File: src/hw/rtl/assert_macros.svh
// ----------------------------------------------------------------------------
// assert_macros.svh
// shared concurrent assertion helpers, sampled on clk and quiet during rst
// ----------------------------------------------------------------------------
`ifndef ASSERT_MACROS_SVH
`define ASSERT_MACROS_SVH

// property must hold at every rising clock edge outside reset
`define ASSERT_CLK(lbl, prop, msg) \
  lbl: assert property (@(posedge clk) disable iff (rst) prop) else $error(msg);

// condition must never be seen outside reset
`define ASSERT_NEVER(lbl, cond, msg) \
  `ASSERT_CLK(lbl, !(cond), msg)

`endif

File: src/hw/rtl/ael_pkg.sv
// ----------------------------------------------------------------------------
// ael_pkg
// shared types and constants of the expression line lexer
// ----------------------------------------------------------------------------
package ael_pkg;

  // parameter defaults
  localparam int MAX_LINE_DEF    = 1024;
  localparam int MAX_TOKENS_DEF  = 64;
  localparam int MANT_BITS_DEF   = 32;

  // configuration port
  localparam int CFG_DATA_W  = 10;
  localparam int CFG_INDEX_W = 1;
  localparam logic [CFG_INDEX_W-1:0] CFG_PARAM_PREFIX = 1'b0;
  localparam logic [CFG_INDEX_W-1:0] CFG_START_OFFSET = 1'b1;
  localparam logic [7:0]            PREFIX_RESET     = 8'd80;
  localparam logic [CFG_DATA_W-1:0] OFFSET_RESET     = '0;

  // mnemonics
  localparam int MN_COUNT = 5;
  localparam int MN_IDX_W = $clog2(MN_COUNT);

  // classifier queue
  localparam int QUEUE_DEPTH = 2;

  typedef enum logic [3:0] {
    K_VALUE   = 4'd0,
    K_PARAM   = 4'd1,
    K_EQUALS  = 4'd2,
    K_PLUS    = 4'd3,
    K_MINUS   = 4'd4,
    K_MUL     = 4'd5,
    K_DIV     = 4'd6,
    K_END     = 4'd7,
    K_STOPPED = 4'd8,
    K_LIMIT   = 4'd9
  } kind_t;

  // character class produced by the front end
  typedef struct packed {
    logic                zero;
    logic                space;
    logic                digit;
    logic [3:0]          dval;
    logic                point;
    logic                prefix;
    logic                op_hit;
    kind_t               op_kind;
    logic                mn_hit;
    logic [MN_IDX_W-1:0] mn_idx;
    logic [MN_COUNT-1:0] sec_match;
    logic [MN_COUNT-1:0] third_match;
  } cls_t;

endpackage

File: src/hw/rtl/arithmetic_expression_lexer.sv
// ----------------------------------------------------------------------------
// arithmetic_expression_lexer
// character-at-a-time lexer for expression lines: values, parameter refs,
// operators and mnemonics, with end, stop and limit reports
// ----------------------------------------------------------------------------
//  channel  | direction | handshake            | payload
//  ---------+-----------+----------------------+----------------------------------
//  ch       | in        | ch_valid / ch_stall  | ch
//  tok      | out       | tok_valid / tok_stall| token_kind mantissa frac_digits
//           |           |                      | stop_position last_of_item
//  cfg      | in        | cfg_we               | cfg_index cfg_data
//
//  one character per cycle sustained while each character gives at most one
//  token and tok_stall is low; a character giving several tokens holds the
//  scanner until its last token leaves, its tokens leaving the burst register
//  one per cycle while tok_stall is low. an accepted character passes a queue
//  entry, then the burst register. reset is synchronous; no clearing pass.
//  tok_stall holds the burst; ch_stall rises once the two-entry queue fills.
// ----------------------------------------------------------------------------
module arithmetic_expression_lexer #(
  parameter int MAX_LINE    = ael_pkg::MAX_LINE_DEF,
  parameter int MAX_TOKENS  = ael_pkg::MAX_TOKENS_DEF,
  parameter int MANT_BITS   = ael_pkg::MANT_BITS_DEF
) (
  input  logic                            clk,
  input  logic                            rst,
  input  logic                            cfg_we,
  input  logic [ael_pkg::CFG_INDEX_W-1:0] cfg_index,
  input  logic [ael_pkg::CFG_DATA_W-1:0]  cfg_data,
  input  logic [7:0]                      ch,
  input  logic                            ch_valid,
  output logic                            ch_stall,
  output logic [3:0]                      token_kind,
  output logic [31:0]                     mantissa,
  output logic [3:0]                      frac_digits,
  output logic [9:0]                      stop_position,
  output logic                            last_of_item,
  output logic                            tok_valid,
  input  logic                            tok_stall
);
  import ael_pkg::*;

  cls_t front_cls;
  cls_t q_head;
  logic push;
  logic q_full;
  logic q_valid;
  logic pop;

  ael_front u_front (
    .clk       (clk),
    .rst       (rst),
    .cfg_we    (cfg_we),
    .cfg_index (cfg_index),
    .cfg_data  (cfg_data),
    .ch        (ch),
    .ch_valid  (ch_valid),
    .ch_stall  (ch_stall),
    .q_full    (q_full),
    .push      (push),
    .cls       (front_cls)
  );

  ael_queue u_queue (
    .clk       (clk),
    .rst       (rst),
    .push      (push),
    .push_data (front_cls),
    .full      (q_full),
    .pop       (pop),
    .valid     (q_valid),
    .head      (q_head)
  );

  ael_back #(
    .MAX_LINE    (MAX_LINE),
    .MAX_TOKENS  (MAX_TOKENS),
    .MANT_BITS   (MANT_BITS)
  ) u_back (
    .clk           (clk),
    .rst           (rst),
    .cfg_we        (cfg_we),
    .cfg_index     (cfg_index),
    .cfg_data      (cfg_data),
    .q_valid       (q_valid),
    .head          (q_head),
    .pop           (pop),
    .tok_valid     (tok_valid),
    .tok_stall     (tok_stall),
    .token_kind    (token_kind),
    .mantissa      (mantissa),
    .frac_digits   (frac_digits),
    .stop_position (stop_position),
    .last_of_item  (last_of_item)
  );

endmodule

File: src/hw/rtl/ael_front.sv
// ----------------------------------------------------------------------------
// ael_front
// accepts characters and classifies them for the scanner
// ----------------------------------------------------------------------------
module ael_front (
  input  logic                            clk,
  input  logic                            rst,
  input  logic                            cfg_we,
  input  logic [ael_pkg::CFG_INDEX_W-1:0] cfg_index,
  input  logic [ael_pkg::CFG_DATA_W-1:0]  cfg_data,
  input  logic [7:0]                      ch,
  input  logic                            ch_valid,
  output logic                            ch_stall,
  input  logic                            q_full,
  output logic                            push,
  output ael_pkg::cls_t                   cls
);
  import ael_pkg::*;

  localparam logic [7:0] CH_DIGIT_0 = 8'd48;
  localparam logic [7:0] CH_DIGIT_9 = 8'd57;
  localparam logic [7:0] CH_POINT   = 8'd46;
  localparam logic [7:0] CH_SPACE   = 8'd32;
  localparam logic [7:0] CH_EQ      = 8'd61;
  localparam logic [7:0] CH_PLUS    = 8'd43;
  localparam logic [7:0] CH_MINUS   = 8'd45;
  localparam logic [7:0] CH_STAR    = 8'd42;
  localparam logic [7:0] CH_SLASH   = 8'd47;

  // EQU ADD SUB MUL DIV, letter by letter
  localparam logic [7:0] MN_FIRST  [MN_COUNT] = '{8'd69, 8'd65, 8'd83, 8'd77, 8'd68};
  localparam logic [7:0] MN_SECOND [MN_COUNT] = '{8'd81, 8'd68, 8'd85, 8'd85, 8'd73};
  localparam logic [7:0] MN_THIRD  [MN_COUNT] = '{8'd85, 8'd68, 8'd66, 8'd76, 8'd86};

  logic [7:0] prefix_reg;

  always_ff @(posedge clk) begin
    if (rst) begin
      prefix_reg <= PREFIX_RESET;
    end else if (cfg_we && cfg_index == CFG_PARAM_PREFIX) begin
      prefix_reg <= cfg_data[7:0];
    end
  end

  assign ch_stall = q_full;
  assign push     = ch_valid && !q_full;

  always_comb begin
    cls        = '0;
    cls.zero   = (ch == 8'd0);
    cls.space  = (ch == CH_SPACE);
    cls.digit  = ch inside {[CH_DIGIT_0:CH_DIGIT_9]};
    cls.dval   = 4'(ch - CH_DIGIT_0);
    cls.point  = (ch == CH_POINT);
    cls.prefix = (ch == prefix_reg);
    cls.op_hit = 1'b1;
    case (ch)
      CH_EQ:    cls.op_kind = K_EQUALS;
      CH_PLUS:  cls.op_kind = K_PLUS;
      CH_MINUS: cls.op_kind = K_MINUS;
      CH_STAR:  cls.op_kind = K_MUL;
      CH_SLASH: cls.op_kind = K_DIV;
      default: begin
        cls.op_hit  = 1'b0;
        cls.op_kind = K_VALUE;
      end
    endcase
    for (int k = MN_COUNT - 1; k >= 0; k--) begin
      if (ch == MN_FIRST[k]) begin
        cls.mn_hit = 1'b1;
        cls.mn_idx = MN_IDX_W'(k);
      end
      cls.sec_match[k]   = (ch == MN_SECOND[k]);
      cls.third_match[k] = (ch == MN_THIRD[k]);
    end
  end

endmodule

File: src/hw/rtl/ael_queue.sv
// ----------------------------------------------------------------------------
// ael_queue
// short register queue of classified characters between front and back
// ----------------------------------------------------------------------------
module ael_queue (
  input  logic          clk,
  input  logic          rst,
  input  logic          push,
  input  ael_pkg::cls_t push_data,
  output logic          full,
  input  logic          pop,
  output logic          valid,
  output ael_pkg::cls_t head
);
  import ael_pkg::*;

  localparam int PTR_W = (QUEUE_DEPTH > 1) ? $clog2(QUEUE_DEPTH) : 1;
  localparam int CNT_W = $clog2(QUEUE_DEPTH + 1);
  localparam logic [PTR_W-1:0] PTR_LAST = PTR_W'(QUEUE_DEPTH - 1);

  cls_t             entries [QUEUE_DEPTH];
  logic [PTR_W-1:0] wr_ptr;
  logic [PTR_W-1:0] rd_ptr;
  logic [CNT_W-1:0] count;

  assign full  = (count == CNT_W'(QUEUE_DEPTH));
  assign valid = (count != '0);
  assign head  = entries[rd_ptr];

  always_ff @(posedge clk) begin
    if (rst) begin
      wr_ptr <= '0;
      rd_ptr <= '0;
      count  <= '0;
    end else begin
      if (push) begin
        wr_ptr <= (wr_ptr == PTR_LAST) ? '0 : wr_ptr + PTR_W'(1);
      end
      if (pop) begin
        rd_ptr <= (rd_ptr == PTR_LAST) ? '0 : rd_ptr + PTR_W'(1);
      end
      if (push && !pop) begin
        count <= count + CNT_W'(1);
      end else if (pop && !push) begin
        count <= count - CNT_W'(1);
      end
    end
  end

  always_ff @(posedge clk) begin
    if (push) begin
      entries[wr_ptr] <= push_data;
    end
  end

endmodule

File: src/hw/rtl/ael_back.sv
// ----------------------------------------------------------------------------
// ael_back
// token scanner: carries out one classified character per cycle while the burst
// register is empty or its last token leaves, and drains its tokens from a three-slot burst register
// ----------------------------------------------------------------------------
`include "assert_macros.svh"

module ael_back #(
  parameter int MAX_LINE    = ael_pkg::MAX_LINE_DEF,
  parameter int MAX_TOKENS  = ael_pkg::MAX_TOKENS_DEF,
  parameter int MANT_BITS   = ael_pkg::MANT_BITS_DEF
) (
  input  logic                            clk,
  input  logic                            rst,
  input  logic                            cfg_we,
  input  logic [ael_pkg::CFG_INDEX_W-1:0] cfg_index,
  input  logic [ael_pkg::CFG_DATA_W-1:0]  cfg_data,
  input  logic                            q_valid,
  input  ael_pkg::cls_t                   head,
  output logic                            pop,
  output logic                            tok_valid,
  input  logic                            tok_stall,
  output logic [3:0]                      token_kind,
  output logic [31:0]                     mantissa,
  output logic [3:0]                      frac_digits,
  output logic [9:0]                      stop_position,
  output logic                            last_of_item
);
  import ael_pkg::*;

  localparam int PW   = ($clog2(MAX_LINE) > CFG_DATA_W) ? $clog2(MAX_LINE) : CFG_DATA_W;
  localparam int TW   = $clog2(MAX_TOKENS + 1);
  localparam int AW   = MANT_BITS + 4;
  localparam int NRES = 3;
  localparam logic [PW-1:0] POS_LAST  = PW'(MAX_LINE - 1);
  localparam logic [TW-1:0] TOK_LIMIT = TW'(MAX_TOKENS);

  typedef enum logic [2:0] {
    M_IDLE, M_INT, M_FRAC, M_PARAM, M_VINT, M_FIRST, M_SECOND, M_HALT
  } mode_t;

  // saturating acc*10+d, the times ten as two shifts
  function automatic logic [MANT_BITS-1:0] acc_step(input logic [MANT_BITS-1:0] a,
                                                    input logic [3:0] d);
    logic [AW-1:0] w;
    w = (AW'(a) << 3) + (AW'(a) << 1) + AW'(d);
    if (w[AW-1:MANT_BITS] != 4'd0) begin
      return '1;
    end
    return w[MANT_BITS-1:0];
  endfunction

  mode_t                 mode, mode_n;
  logic [MN_IDX_W-1:0]   mn, mn_n;
  logic [MANT_BITS-1:0]  acc, acc_n;
  logic [3:0]            frac, frac_n;
  logic [TW-1:0]         tok, tok_n;
  logic [PW-1:0]         pos, pos_n;
  logic [PW-1:0]         pend, pend_n;
  logic                  started;
  logic [CFG_DATA_W-1:0] start_off;
  logic [1:0]            left;

  kind_t      r_kind [NRES];
  logic [31:0] r_mant [NRES];
  logic [3:0]  r_frac [NRES];
  logic [9:0]  r_pos  [NRES];
  logic [1:0]  cnt;
  logic        halt, rearm, scan_idle;

  kind_t      b_kind [NRES];
  logic [31:0] b_mant [NRES];
  logic [3:0]  b_frac [NRES];
  logic [9:0]  b_pos  [NRES];

  logic fire;

  assign tok_valid     = (left != 2'd0);
  assign fire          = tok_valid && !tok_stall;
  assign pop           = q_valid && (left == 2'd0 || (left == 2'd1 && !tok_stall));
  assign token_kind    = b_kind[0];
  assign mantissa      = b_mant[0];
  assign frac_digits   = b_frac[0];
  assign stop_position = b_pos[0];
  assign last_of_item  = (left == 2'd1);

  always_comb begin
    mode_n    = mode;
    mn_n      = mn;
    acc_n     = acc;
    frac_n    = frac;
    tok_n     = tok;
    pend_n    = pend;
    pos_n     = pos;
    halt      = 1'b0;
    rearm     = 1'b0;
    scan_idle = 1'b0;
    cnt       = 2'd0;
    for (int i = 0; i < NRES; i++) begin
      r_kind[i] = K_VALUE;
      r_mant[i] = '0;
      r_frac[i] = '0;
      r_pos[i]  = '0;
    end

    case (mode)
      M_INT, M_FRAC, M_PARAM, M_VINT: begin
        if (head.digit) begin
          if (mode != M_FRAC) begin
            acc_n = acc_step(acc, head.dval);
          end else if (frac < 4'd9) begin
            acc_n  = acc_step(acc, head.dval);
            frac_n = frac + 4'd1;
          end
        end else if (mode == M_INT && head.point) begin
          mode_n = M_FRAC;
        end else begin
          // number ends here, the character is then scanned as a token start
          mode_n      = M_IDLE;
          r_kind[cnt] = (mode == M_PARAM) ? K_PARAM : K_VALUE;
          r_mant[cnt] = 32'(acc);
          r_frac[cnt] = (mode == M_FRAC) ? frac : 4'd0;
          cnt         = cnt + 2'd1;
          tok_n       = tok_n + TW'(1);
          if (tok_n >= TOK_LIMIT) begin
            r_kind[cnt] = K_LIMIT;
            r_pos[cnt]  = pos[9:0];
            cnt         = cnt + 2'd1;
            halt        = 1'b1;
          end else begin
            scan_idle = 1'b1;
          end
        end
      end
      M_FIRST: begin
        if (head.sec_match[mn]) begin
          mode_n = M_SECOND;
        end else begin
          r_kind[cnt] = K_STOPPED;
          r_pos[cnt]  = pend[9:0];
          cnt         = cnt + 2'd1;
          halt        = 1'b1;
        end
      end
      M_SECOND: begin
        if (head.third_match[mn]) begin
          mode_n      = M_IDLE;
          r_kind[cnt] = kind_t'(4'(K_EQUALS) + 4'(mn));
          cnt         = cnt + 2'd1;
          tok_n       = tok_n + TW'(1);
          if (tok_n >= TOK_LIMIT) begin
            r_kind[cnt] = K_LIMIT;
            r_pos[cnt]  = pos[9:0];
            cnt         = cnt + 2'd1;
            halt        = 1'b1;
          end
        end else begin
          r_kind[cnt] = K_STOPPED;
          r_pos[cnt]  = pend[9:0];
          cnt         = cnt + 2'd1;
          halt        = 1'b1;
        end
      end
      M_HALT: begin
        rearm = head.zero;
      end
      default: begin
        // idle between tokens
        scan_idle = 1'b1;
      end
    endcase

    if (scan_idle) begin
      if (pos >= POS_LAST) begin
        r_kind[cnt] = K_LIMIT;
        r_pos[cnt]  = pos[9:0];
        cnt         = cnt + 2'd1;
        halt        = 1'b1;
      end else if (head.zero) begin
        r_kind[cnt] = K_END;
        cnt         = cnt + 2'd1;
        rearm       = 1'b1;
      end else if (head.space) begin
        mode_n = mode_n;
      end else if (head.digit) begin
        frac_n = 4'd0;
        if (head.prefix) begin
          // prefix digit is swallowed, the rest is a plain integer
          mode_n = M_VINT;
          acc_n  = '0;
        end else begin
          mode_n = M_INT;
          acc_n  = acc_step('0, head.dval);
        end
      end else if (head.prefix) begin
        mode_n = M_PARAM;
        acc_n  = '0;
        frac_n = 4'd0;
      end else if (head.op_hit) begin
        r_kind[cnt] = head.op_kind;
        cnt         = cnt + 2'd1;
        tok_n       = tok_n + TW'(1);
        if (tok_n >= TOK_LIMIT) begin
          r_kind[cnt] = K_LIMIT;
          r_pos[cnt]  = pos[9:0];
          cnt         = cnt + 2'd1;
          halt        = 1'b1;
        end
      end else if (head.mn_hit) begin
        mode_n = M_FIRST;
        mn_n   = head.mn_idx;
        pend_n = pos;
      end else begin
        r_kind[cnt] = K_STOPPED;
        r_pos[cnt]  = pos[9:0];
        cnt         = cnt + 2'd1;
        halt        = 1'b1;
      end
    end

    if (halt) begin
      mode_n = M_HALT;
      if (head.zero) begin
        rearm = 1'b1;
      end
    end

    if (rearm) begin
      mode_n = M_IDLE;
      acc_n  = '0;
      frac_n = 4'd0;
      tok_n  = '0;
      pos_n  = PW'(start_off);
    end else if (pos < POS_LAST) begin
      pos_n = pos + PW'(1);
    end
  end

  always_ff @(posedge clk) begin
    if (rst) begin
      mode      <= M_IDLE;
      mn        <= '0;
      acc       <= '0;
      frac      <= 4'd0;
      tok       <= '0;
      pos       <= PW'(OFFSET_RESET);
      pend      <= '0;
      started   <= 1'b0;
      start_off <= OFFSET_RESET;
      left      <= 2'd0;
    end else begin
      if (cfg_we && cfg_index == CFG_START_OFFSET) begin
        start_off <= cfg_data;
      end
      if (pop) begin
        mode    <= mode_n;
        mn      <= mn_n;
        acc     <= acc_n;
        frac    <= frac_n;
        tok     <= tok_n;
        pos     <= pos_n;
        pend    <= pend_n;
        started <= !rearm;
        left    <= cnt;
      end else begin
        if (cfg_we && cfg_index == CFG_START_OFFSET && !started) begin
          pos <= PW'(cfg_data);
        end
        if (fire) begin
          left <= left - 2'd1;
        end
      end
    end

    // burst payload, no reset
    if (pop) begin
      for (int i = 0; i < NRES; i++) begin
        b_kind[i] <= r_kind[i];
        b_mant[i] <= r_mant[i];
        b_frac[i] <= r_frac[i];
        b_pos[i]  <= r_pos[i];
      end
    end else if (fire) begin
      for (int i = 0; i < NRES - 1; i++) begin
        b_kind[i] <= b_kind[i+1];
        b_mant[i] <= b_mant[i+1];
        b_frac[i] <= b_frac[i+1];
        b_pos[i]  <= b_pos[i+1];
      end
    end
  end

  `ASSERT_CLK(a_halt_quiet, pop && mode == M_HALT && !head.zero |=> !tok_valid, "token after halt")
  `ASSERT_CLK(a_tok_bound, mode != M_HALT |-> tok < TOK_LIMIT, "token count at limit")
  `ASSERT_NEVER(a_frac_bound, frac > 4'd9, "fraction digit count above nine")

endmodule

File: config.mk
export PLATFORM = sky130hd
export DESIGN_NAME = arithmetic_expression_lexer
export DESIGN_NICKNAME = d
export VERILOG_FILES = /design/src/hw/rtl/ael_pkg.sv /design/src/hw/rtl/arithmetic_expression_lexer.sv /design/src/hw/rtl/ael_front.sv /design/src/hw/rtl/ael_queue.sv /design/src/hw/rtl/ael_back.sv
export VERILOG_INCLUDE_DIRS = /design/src /design/src/hw/rtl
export SDC_FILE = /design/constraint.sdc
export NUM_CORES = 1
export LEC_CHECK = 0
export ABC_CLOCK_PERIOD_IN_PS = 6200
export BUFFER_PORTS_ARGS = -buffer_cell sky130_fd_sc_hd__buf_2
export CAP_MARGIN = 20
export CORE_MARGIN = 10
export CORE_UTILIZATION = 56
export DETAILED_ROUTE_END_ITERATION = 10
export GPL_ROUTABILITY_DRIVEN = 0
export GPL_TIMING_DRIVEN = 0
export PLACE_DENSITY = 0.77
export SLEW_MARGIN = 10
export SYNTH_ARGS = -nofsm -noshare
export SYNTH_HDL_FRONTEND = slang
export SYNTH_SLANG_ARGS = --single-unit
File: constraint.sdc
create_clock -name clk -period 6.2 [get_ports clk]
set_clock_uncertainty 0.05 [all_clocks]
set_input_delay 0.31 -clock clk [delete_from_list [all_inputs] [get_ports clk]]
set_output_delay 0.31 -clock clk [all_outputs]
set_load 0.01 [all_outputs]
==> run_results.csv, run 1 <==
group,metric,value,unit
run_status,status,"finished clean",
worst_setup_path,crit_path_end_kind,"flip-flop",
synth,ys_seq_area_share,42.3,%
synth,syn_area,13400,sq um
synth,yosysTopAreaCell,"edfxtp_1",
power_and_ir_drop,leakage,6.12,nW
power_and_ir_drop,switchingPower,2.29,mW
layout,area_delta_synth_final,12.8,%
grt,grt_start_max_net_pins,25,
synth,synth-main-ff-cell,"edfxtp_1",
layout,reg.largest.list,"u_queue.entries (48), u_back.acc (32), u_back.b_mant (32)",
placed_design,io_buffers,76,
power_and_ir_drop,pwr-share-clk,23.2,%
sta,relSlewSlack,18.5,%
placed_design,placed_cell_area,14300,sq um
placed_design,hpwlAfterDp,26200,microns
worst_setup_path,required,6.56,ns
layout,top_register,"u_queue.entries",
synth,postSynthCellCount,1407,
layout,largest_reg_flops,48,
clock_tree,clock_latency,0.53,ns
synth,synth_top_cell_area_share,28.1,%
sta,layout_min_cycle_time,5.46,ns
die,die_w,175,microns
run,drv_cap,0,
detailed_routing,viasPerCell,6.20,
grt,grt_pass1_wl,56900,microns
layout,layout-drive-gt1-share,13.8,%
worst_setup_path,slowest_stage,"fa_1",
die,dieArea,30600,sq um
detailed_routing,postRouteAntennaNets,0,
power_and_ir_drop,pwr-share-comb,39.9,%
power_and_ir_drop,seqPwrFrac,36.9,%
synth,synth.distinct_cells,92,
clock_tree,ctsRootBufferMaster,"clkbuf_16",
min_path,min_path_type,"in2reg",
die,ios,77,
clock_tree,cts_inserted_buffers,24,
clock_tree,htreeDepth,1,
die,coreArea,23500,sq um
clock_tree,cts_max_path_buffers,3,
layout,diodes,0,
clock_tree,postCtsSetupBuffers,0,
sta,finalWorstSetupSlack,0.743,ns
synth,synthesis.nets,1510,
clock_tree,cts_num_sinks,221,
grt,grt_pass1_vias,10900,
clock_tree,cts_resized,0,
worst_setup_path,path_class,"reg2reg",
layout,fin_area,15200,sq um
sta,finalCritPeriodShare,88.0,%
worst_setup_path,slowest_delay,0.57,ns
detailed_routing,drcViolationCount,0,
power_and_ir_drop,power_per_cell_area,390,nW/um^2
synth,async_reset_ff_share,0,%
die,rows,56,
sta,grt_setup_unrepaired,"no",
detailed_routing,wirelength,35400,microns
layout,final_nets,1623,
synth,yosysMostFrequentCell,"nand2_1",
worst_setup_path,cp.arrival,5.81,ns
sta,worst_pin_slew,1.21,ns
sta,slew_violations,0,
detailed_routing,wl_per_cell,19.0,microns
synth,yosys_warnings,0,
die,die-height,175,microns
grt,track_usage,22.1,%
clock_tree,cts_tree,"built",
worst_setup_path,path_cells,"buf_6 -> buf_2 -> mux2_2 -> fa_1 -> inv_1 -> fa_1 -> nor2b_1 -> o21a_1 -> o21ai_0 -> a211oi_1 -> o2111a_1 -> nor3_1 -> nor3_1 -> nand3_2 -> buf_2 -> o221a_2",
power_and_ir_drop,p_int,3.63,mW
layout,fillers,1976,
worst_setup_path,startpoint_type,"flip-flop",
worst_setup_path,cp_max_fo,19,
synth,yosys-top-cells-count,"nand2_1, edfxtp_1, nor2_1",
power_and_ir_drop,ir_drop,273,uV
power_and_ir_drop,p_total,5.92,mW
synth,synth.avg_cell_area,9.56,sq um
layout,regArea,5690,sq um
sta,hold_violations,0,
detailed_routing,drtPass1Iterations,5,
sta,setup_viol,0,
synth,ys_ff_latch,221,
grt,antenna_found_initial,0,
detailed_routing,num_vias,11500,
clock_tree,path_clk_slew,0.06,ns
layout,multi_input_comb_area,7210,sq um
synth,synth_edf_count,126,
die,initial_utilization,57.1,%
power_and_ir_drop,switching_share,38.7,%
sta,max_freq,183,MHz
grt,overflow,0,
detailed_routing,drt-initial-drc-count,1196,
synth,synthTopCellsByArea,"edfxtp_1, dfxtp_1, ha_1",
placed_design,pre_cts_ws,0.391,ns
-- power by group through the flow --
stage                     Sequential, mW  Clock (mW)  Combinational [mW]
after floorplan                     2.29           0                1.46
after global placement              2.28           0                2.15
after detailed placement            2.21           0                2.32
after CTS                           2.19        1.39                2.33
after global routing                2.22        1.46                2.56
final                               2.19        1.37                2.36
-- path summary, 6_finish.rpt --
kind                                          start                   to  slack (ns)  cells after the start
worst min register to register  u_back.start_off[7]  u_back.start_off[7]        0.41                      2
worst max-delay path                      flip-flop       u_back.acc[26]        0.74                     16
worst min-delay path                    cfg_data[0]  u_back.start_off[0]        0.01                      3
worst max register to register            flip-flop       u_back.acc[26]        0.74                     16
-- repair_timing --
action | CTS | global route
hold buffers | 8 | 0
hold endpoints to repair | 12 | 0
endpoints found under the setup margin | 0 | 19
-- cells by family after synthesis --
kind of cell / count (synthesis) / share of synthesized area, %
xor+xnor: 55 / 3.58
buf+inv: 127 / 4.20
flops: 221 / 42.3
mux: 51 / 4.04
fa+ha+maj: 79 / 7.46
compound gates: 360 / 19.6
simple gates: 514 / 18.9
-- layout make-up --
| cell class | instances | share of cell area, % |
|---|---|---|
| buffer | 89 | 2.79 |
| clock buffer | 33 | 4.59 |
| clock inverter | 11 | 0.412 |
| inverter | 37 | 0.916 |
| multi-input combinational | 1059 | 47.5 |
| sequential | 221 | 37.5 |
| tap | 319 | 2.63 |
| timing repair buffer | 88 | 3.63 |
-- worst max-delay path: cells and delay by family, from the launching register on --
family	cells	cell delay (ns)
adders and majority gates	2	1.03
DFF	1	0.44
and+or+nand+nor	4	0.94
AOI/OAI and AO/OA	5	1.40
muxes	1	0.44
buffers and inverters	4	1.02
-- per-layer routing --
metal  part of all wire, %  track usage, %  vias to the layer above  wire, microns
met5                     0               0                        -              0
met4                   2.7            7.06                        0            949
met3                   9.2            4.79                       91           3270
met2                    45            34.5                      522          15800
met1                    43            30.1                     5424          15300
li1                      -               -                     5478              -
-- stage by stage --
stage	hold WS (ns)	setup TNS, ns	utilization, %	instances
2_1_floorplan	0.359	0	-	1407
3_3_place_gp	0.392	-119.89	60.4	1802
3_5_place_dp	0.398	0	60.8	1805
4_1_cts	0.00219	0	64.4	1857
5_1_grt	0.0202	0	64.4	1857
6_report	0.0146	0	64.4	1857
-- cell usage in the layout, fill, tap and decap left out, drive strengths merged, types with 8 or more instances in the layout --
master,netlist,final
a211oi,13,13
a21o,27,27
a21oi,95,95
a311oi,14,14
a31oi,14,14
and2,53,53
and3,18,18
buf,37,116
clkbuf,53,86
clkinv,0,8
dfxtp,95,95
dlygate4sd3,0,8
edfxtp,126,126
ha,77,77
inv,37,38
mux2,13,13
mux2i,37,37
nand2,155,155
nand2b,14,14
nand3,40,40
nand4,15,15
nor2,109,109
nor2b,13,13
nor3,41,41
nor4,12,12
o211ai,19,19
o21a,10,10
o21ai,47,47
o221a,29,29
or3,12,12
xnor2,37,37
xor2,18,18
(Power assumes the default switching activity.)
==> inputs of run 2 (changes only) <==
--- a/config.mk
+++ b/config.mk
@@ -10,11 +10,12 @@
 export BUFFER_PORTS_ARGS = -buffer_cell sky130_fd_sc_hd__buf_2
 export CAP_MARGIN = 20
 export CORE_MARGIN = 10
-export CORE_UTILIZATION = 56
+export CORE_UTILIZATION = 58
+export CTS_BUF_LIST = sky130_fd_sc_hd__clkbuf_8
 export DETAILED_ROUTE_END_ITERATION = 10
 export GPL_ROUTABILITY_DRIVEN = 0
 export GPL_TIMING_DRIVEN = 0
-export PLACE_DENSITY = 0.77
+export PLACE_DENSITY = 0.79
 export SLEW_MARGIN = 10
 export SYNTH_ARGS = -nofsm -noshare
 export SYNTH_HDL_FRONTEND = slang
==> run 2 against run 1 <==
Combinational power about the same. Design area increased by 0.15%. Largest power group unchanged. Utilization increased by 2.5 points. Power decreased by 0.26%. First-iteration DRC count decreased by 3.8%. Final cell count decreased by 0.22%. Critical path type unchanged. Critical endpoint is now u_back.acc[29].
==> run_results.csv, run 2 (same netlist as run 1, synthesis figures left out) <==
group,metric,value,unit
run_status,status,"finished clean",
detailed_routing,wirelength,35600,microns
worst_setup_path,path_class,"reg2reg",
sta,setup_viol,0,
layout,layout_common_cells,"nand2_1, edfxtp_1, nor2_1",
detailed_routing,wl_per_cell,19.2,microns
grt,grt_pass1_wl,57400,microns
detailed_routing,drtPass1Iterations,6,
run,drv_cap,0,
clock_tree,cts_inserted_buffers,38,
sta,grt_setup_unrepaired,"no",
power_and_ir_drop,seqPwrFrac,37.1,%
power_and_ir_drop,pwr-share-clk,22.9,%
layout,layout-drive-gt1-share,14.2,%
grt,antenna_found_initial,0,
layout,largest_reg_flops,48,
die,coreArea,22700,sq um
worst_setup_path,startpoint_type,"flip-flop",
power_and_ir_drop,power_per_cell_area,389,nW/um^2
sta,worst_pin_slew,1.16,ns
clock_tree,ctsRootBufferMaster,"clkbuf_8",
sta,hold_violations,0,
worst_setup_path,cp_max_fo,19,
clock_tree,clock_latency,0.55,ns
placed_design,hpwlAfterDp,26200,microns
power_and_ir_drop,leakage,6.22,nW
power_and_ir_drop,p_total,5.91,mW
clock_tree,htreeDepth,2,
layout,final_nets,1643,
grt,grt_start_max_net_pins,27,
detailed_routing,drt-initial-drc-count,1150,
clock_tree,cts_num_sinks,221,
min_path,min_path_type,"in2reg",
layout,area_delta_synth_final,13.0,%
clock_tree,path_clk_slew,0.06,ns
sta,relSlewSlack,22.1,%
power_and_ir_drop,p_int,3.61,mW
worst_setup_path,cp.arrival,5.85,ns
die,dieArea,29700,sq um
clock_tree,cts_max_path_buffers,3,
detailed_routing,num_vias,11600,
power_and_ir_drop,switchingPower,2.30,mW
detailed_routing,viasPerCell,6.25,
die,rows,55,
power_and_ir_drop,pwr-share-comb,40.0,%
sta,max_freq,183,MHz
sta,layout_min_cycle_time,5.47,ns
placed_design,io_buffers,76,
layout,top_register,"u_queue.entries",
die,die_w,172,microns
layout,diodes,0,
die,die-height,172,microns
layout,final_common_cell,"nand2_1",
sta,fin_setup_tns,0,ns
clock_tree,postCtsSetupBuffers,0,
clock_tree,cts_tree,"built",
power_and_ir_drop,switching_share,38.9,%
layout,reg.largest.list,"u_queue.entries (48), u_back.acc (32), u_back.b_mant (32)",
detailed_routing,postRouteAntennaNets,0,
worst_setup_path,crit_path_end_kind,"flip-flop",
sta,slew_violations,0,
power_and_ir_drop,ir_drop,254,uV
die,initial_utilization,59.2,%
grt,grt_pass1_vias,11200,
layout,fillers,1832,
worst_setup_path,required,6.58,ns
detailed_routing,drcViolationCount,0,
sta,finalCritPeriodShare,88.2,%
grt,overflow,0,
die,ios,77,
grt,track_usage,23.8,%
-- run 2: changes by cell type in the layout (fill, tap and decap cells not counted), sizes merged --
| cell | delta |
|---|---|
| bufinv | +4 |
| dlygate4sd3 | +6 |
| clkinv | -2 |
| clkbuf | +7 |
| inv | +16 |
| clkinvlp | -1 |
-- run 2: critical path: stages (launching register included) --
cell and delay [ns]:
dfxtp_1 0.45, buf_6 0.20, buf_2 0.44, mux2_2 0.45, fa_1 0.57, inv_1 0.06
fa_1 0.46, nor2b_1 0.13, o21a_1 0.13, o21ai_0 0.16, a211oi_1 0.51, o2111a_1 0.33
nor3_1 0.08, nor3_1 0.40, nand3_2 0.35, buf_2 0.31, o221a_2 0.27
-- run 2: repair_timing --
item                                    4_1_cts  5_1_grt
endpoints found under the setup margin        0       13
endpoints found under the hold margin        22        0
hold buffers                                 14        0
resized for setup                             0        0
-- run 2: metrics by stage --
step | setup WS [ns] | cell area (sq um) | instances | utilization [%] | hold slack [ns]
final | 0.731 | 15200 | 1853 | 66.9 | 0.129
after CTS | 0.367 | 15200 | 1853 | 66.8 | 0.0992
after floorplan | 0.395 | 13400 | 1407 | - | 0.359
after global routing | 0.384 | 15200 | 1853 | 66.9 | 0.128
after global placement | -1.74 | 14200 | 1768 | 62.5 | 0.395
after detailed placement | 0.394 | 14300 | 1771 | 62.9 | 0.404
-- run 2: power by group through the flow --
stage	logic, mW	registers [mW]	clock network, mW
after floorplan	1.46	2.29	0
after global placement	2.14	2.28	0
after detailed placement	2.31	2.22	0
after CTS	2.33	2.19	1.37
after global routing	2.57	2.22	1.44
final	2.36	2.19	1.35
-- run 2: layer usage --
layer,routed length (microns),global-route usage (%),share of wire (%)
met1,15000,32.2,42
met5,0,0,0
met4,1110,8.40,3.1
met2,16000,37.0,45
met3,3570,5.13,10
-- run 2: path summary, 6_finish.rpt --
path | end | cells after the start | slack (ns) | start
min reg2reg | u_back.start_off[9] | 2 | 0.42 | u_back.start_off[9]
max | u_back.acc[29] | 16 | 0.73 | flip-flop
max reg2reg | u_back.acc[29] | 16 | 0.73 | flip-flop
min | u_queue.entries[1][26] | 2 | 0.13 | ch[5]
-- run 2: final cells by class --
class                           count  area (sq um)  share of cell area, %
Multi-Input combinational cell   1059          7210                   47.5
Sequential cell                   221          5690                   37.4
Timing Repair Buffer               94           611                   4.02
Clock buffer                       40           551                   3.62
Buffer                             89           423                   2.78
Tap cell                          285           357                   2.35
Clock inverter                     28           214                   1.41
Inverter                           37           139                  0.914
==> inputs of run 3 (changes only) <==
--- a/config.mk
+++ b/config.mk
@@ -14,7 +14,6 @@
 export CTS_BUF_LIST = sky130_fd_sc_hd__clkbuf_8
 export DETAILED_ROUTE_END_ITERATION = 10
 export GPL_ROUTABILITY_DRIVEN = 0
-export GPL_TIMING_DRIVEN = 0
 export PLACE_DENSITY = 0.79
 export SLEW_MARGIN = 10
 export SYNTH_ARGS = -nofsm -noshare
==> run 3 against run 2 <==
Sequential cell count is the same. Non-clock buffer count down 83. Power down 4.7%. Hold slack worse by 0.037 ns. Sequential share of layout area rose by 1.1 points. Via count fell by 1.7%. Largest cell class unchanged. Largest power group is now registers.
==> run_results.csv, run 3 (same netlist as run 1, synthesis figures left out) <==
group,metric,value,unit
die,dieArea,29700,sq um
sta,max_freq,203,MHz
worst_setup_path,crit_path_end_kind,"flip-flop",
power_and_ir_drop,ir_drop,296,uV
sta,whs,0.0924,ns
sta,setup_viol,0,
grt,use_met3,4.90,%
detailed_routing,num_vias,11400,
sta,finalCritPeriodShare,79.4,%
placed_design,io_buffers,76,
worst_setup_path,worst-r2r-setup-slack,1.28,ns
grt,top_usage_layer,"met2",
detailed_routing,wirelength,34500,microns
sta,fin_setup_tns,0,ns
grt,grt_pass1_vias,10700,
clock_tree,ctsRootBufferMaster,"clkbuf_8",
sta,layout_min_cycle_time,4.92,ns
worst_setup_path,startpoint_type,"flip-flop",
clock_tree,cts_resized,0,
run,drv_cap,0,
worst_setup_path,cp_max_fo,29,
clock_tree,cts_max_path_buffers,3,
run_status,status,"finished clean",
clock_tree,cts_tree,"built",
layout,final_nets,1560,
clock_tree,path_clk_slew,0.06,ns
clock_tree,postCtsSetupBuffers,0,
sta,slew_violations,0,
layout,layout-drive-gt1-share,14.3,%
layout,top_register,"u_queue.entries",
detailed_routing,drt-initial-drc-count,1202,
grt,overflow,0,
worst_setup_path,path_class,"reg2reg",
clock_tree,cts_num_sinks,221,
die,die_w,172,microns
layout,largest_reg_flops,48,
clock_tree,cts_inserted_buffers,38,
power_and_ir_drop,power_per_cell_area,382,nW/um^2
detailed_routing,drtPass1Iterations,5,
sta,grt_setup_unrepaired,"no",
grt,grt_use_met1,31.4,%
die,coreArea,22700,sq um
detailed_routing,wl_per_cell,19.5,microns
worst_setup_path,cp-endpoint,"u_back.acc[16]",
power_and_ir_drop,leakage,6.03,nW
placed_design,hpwlAfterDp,24300,microns
clock_tree,clock_latency,0.54,ns
grt,antenna_found_initial,0,
layout,final_common_cell,"nand2_1",
die,ios,77,
grt,grtUsageMet2,35.1,%
sta,relSlewSlack,36.0,%
placed_design,placed_cell_area,13900,sq um
clock_tree,htreeDepth,2,
grt,grt_start_max_net_pins,65,
detailed_routing,viasPerCell,6.43,
layout,layout_common_cells,"nand2_1, edfxtp_1, nor2_1",
worst_setup_path,cp.arrival,5.28,ns
layout,diodes,0,
worst_setup_path,reg2reg_depth,15,
detailed_routing,drcViolationCount,0,
min_path,min_path_type,"in2reg",
worst_setup_path,required,6.56,ns
die,rows,55,
detailed_routing,postRouteAntennaNets,0,
die,die-height,172,microns
die,initial_utilization,59.2,%
layout,fin_area,14700,sq um
layout,area_delta_synth_final,9.65,%
grt,track_usage,22.9,%
layout,reg.largest.list,"u_queue.entries (48), u_back.acc (32), u_back.b_mant (32)",
sta,worst_pin_slew,0.951,ns
worst_setup_path,r2r-end,"u_back.acc[16]",
grt,grt_pass1_wl,55300,microns
sta,hold_violations,0,
## run 3: worst min path at each step
stage,startpoint,to,slack (ns),cells after the start
global placement,u_back.start_off[3],u_back.start_off[3],0.39,2
global route,ch[0],u_queue.entries[0][20],0.09,1
CTS,ch[0],u_queue.entries[0][20],0.07,1
detailed placement,u_back.start_off[7],u_back.start_off[7],0.40,2
finish,ch[0],u_queue.entries[0][20],0.09,1
floorplan,ch[0],u_queue.entries[0][20],0.36,0
## run 3: per-stage QoR
step           total power [mW]  instances  setup slack (ns)  utilization (%)
2_1_floorplan              3.76       1407             0.395                -
3_3_place_gp               4.27       1691              1.53             61.2
3_5_place_dp               4.32       1691              1.40             61.2
4_1_cts                    5.62       1769              1.33             64.9
5_1_grt                    5.95       1770             0.917             64.9
6_report                   5.63       1770              1.28             64.9
## run 3: power by group
part	internal, mW	total, mW	switching, mW
clock	0.702	1.28	0.581
combinational	0.681	2.08	1.40
sequential	2.04	2.26	0.218
## run 3: cell type report
class,count,area [sq um]
Clock buffer,45,619
Multi-Input combinational cell,1059,7230
Sequential cell,221,5690
Clock inverter,23,124
Inverter,37,139
Fill cell,1828,7970
Timing Repair Buffer,100,589
Tap cell,285,357
## run 3: repair_timing
action	in CTS	in global routing
hold endpoints to repair	15	0
setup endpoints to repair	0	0
hold buffers	10	0
## run 3: critical path, cell delays in order, from the launching register on
cell      delay (ns)
dfxtp_1         0.34
buf_4           0.39
mux2_2          0.42
ha_1            0.32
ha_1            0.18
inv_1           0.05
fa_1            0.40
nor2b_1         0.13
o21a_1          0.13
o21ai_0         0.17
a211oi_1        0.43
o2111a_1        0.31
nor3_1          0.08
nor3_1          0.31
nand3_2         0.61
o221a_2         0.50
## run 3: routing by layer
| metal | vias up | share of wire, % |
|---|---|---|
| met4 | 0 | 3.0 |
| met5 | - | 0 |
| met1 | 5375 | 43 |
| li1 | 5347 | - |
| met3 | 91 | 9.6 |
| met2 | 564 | 44 |
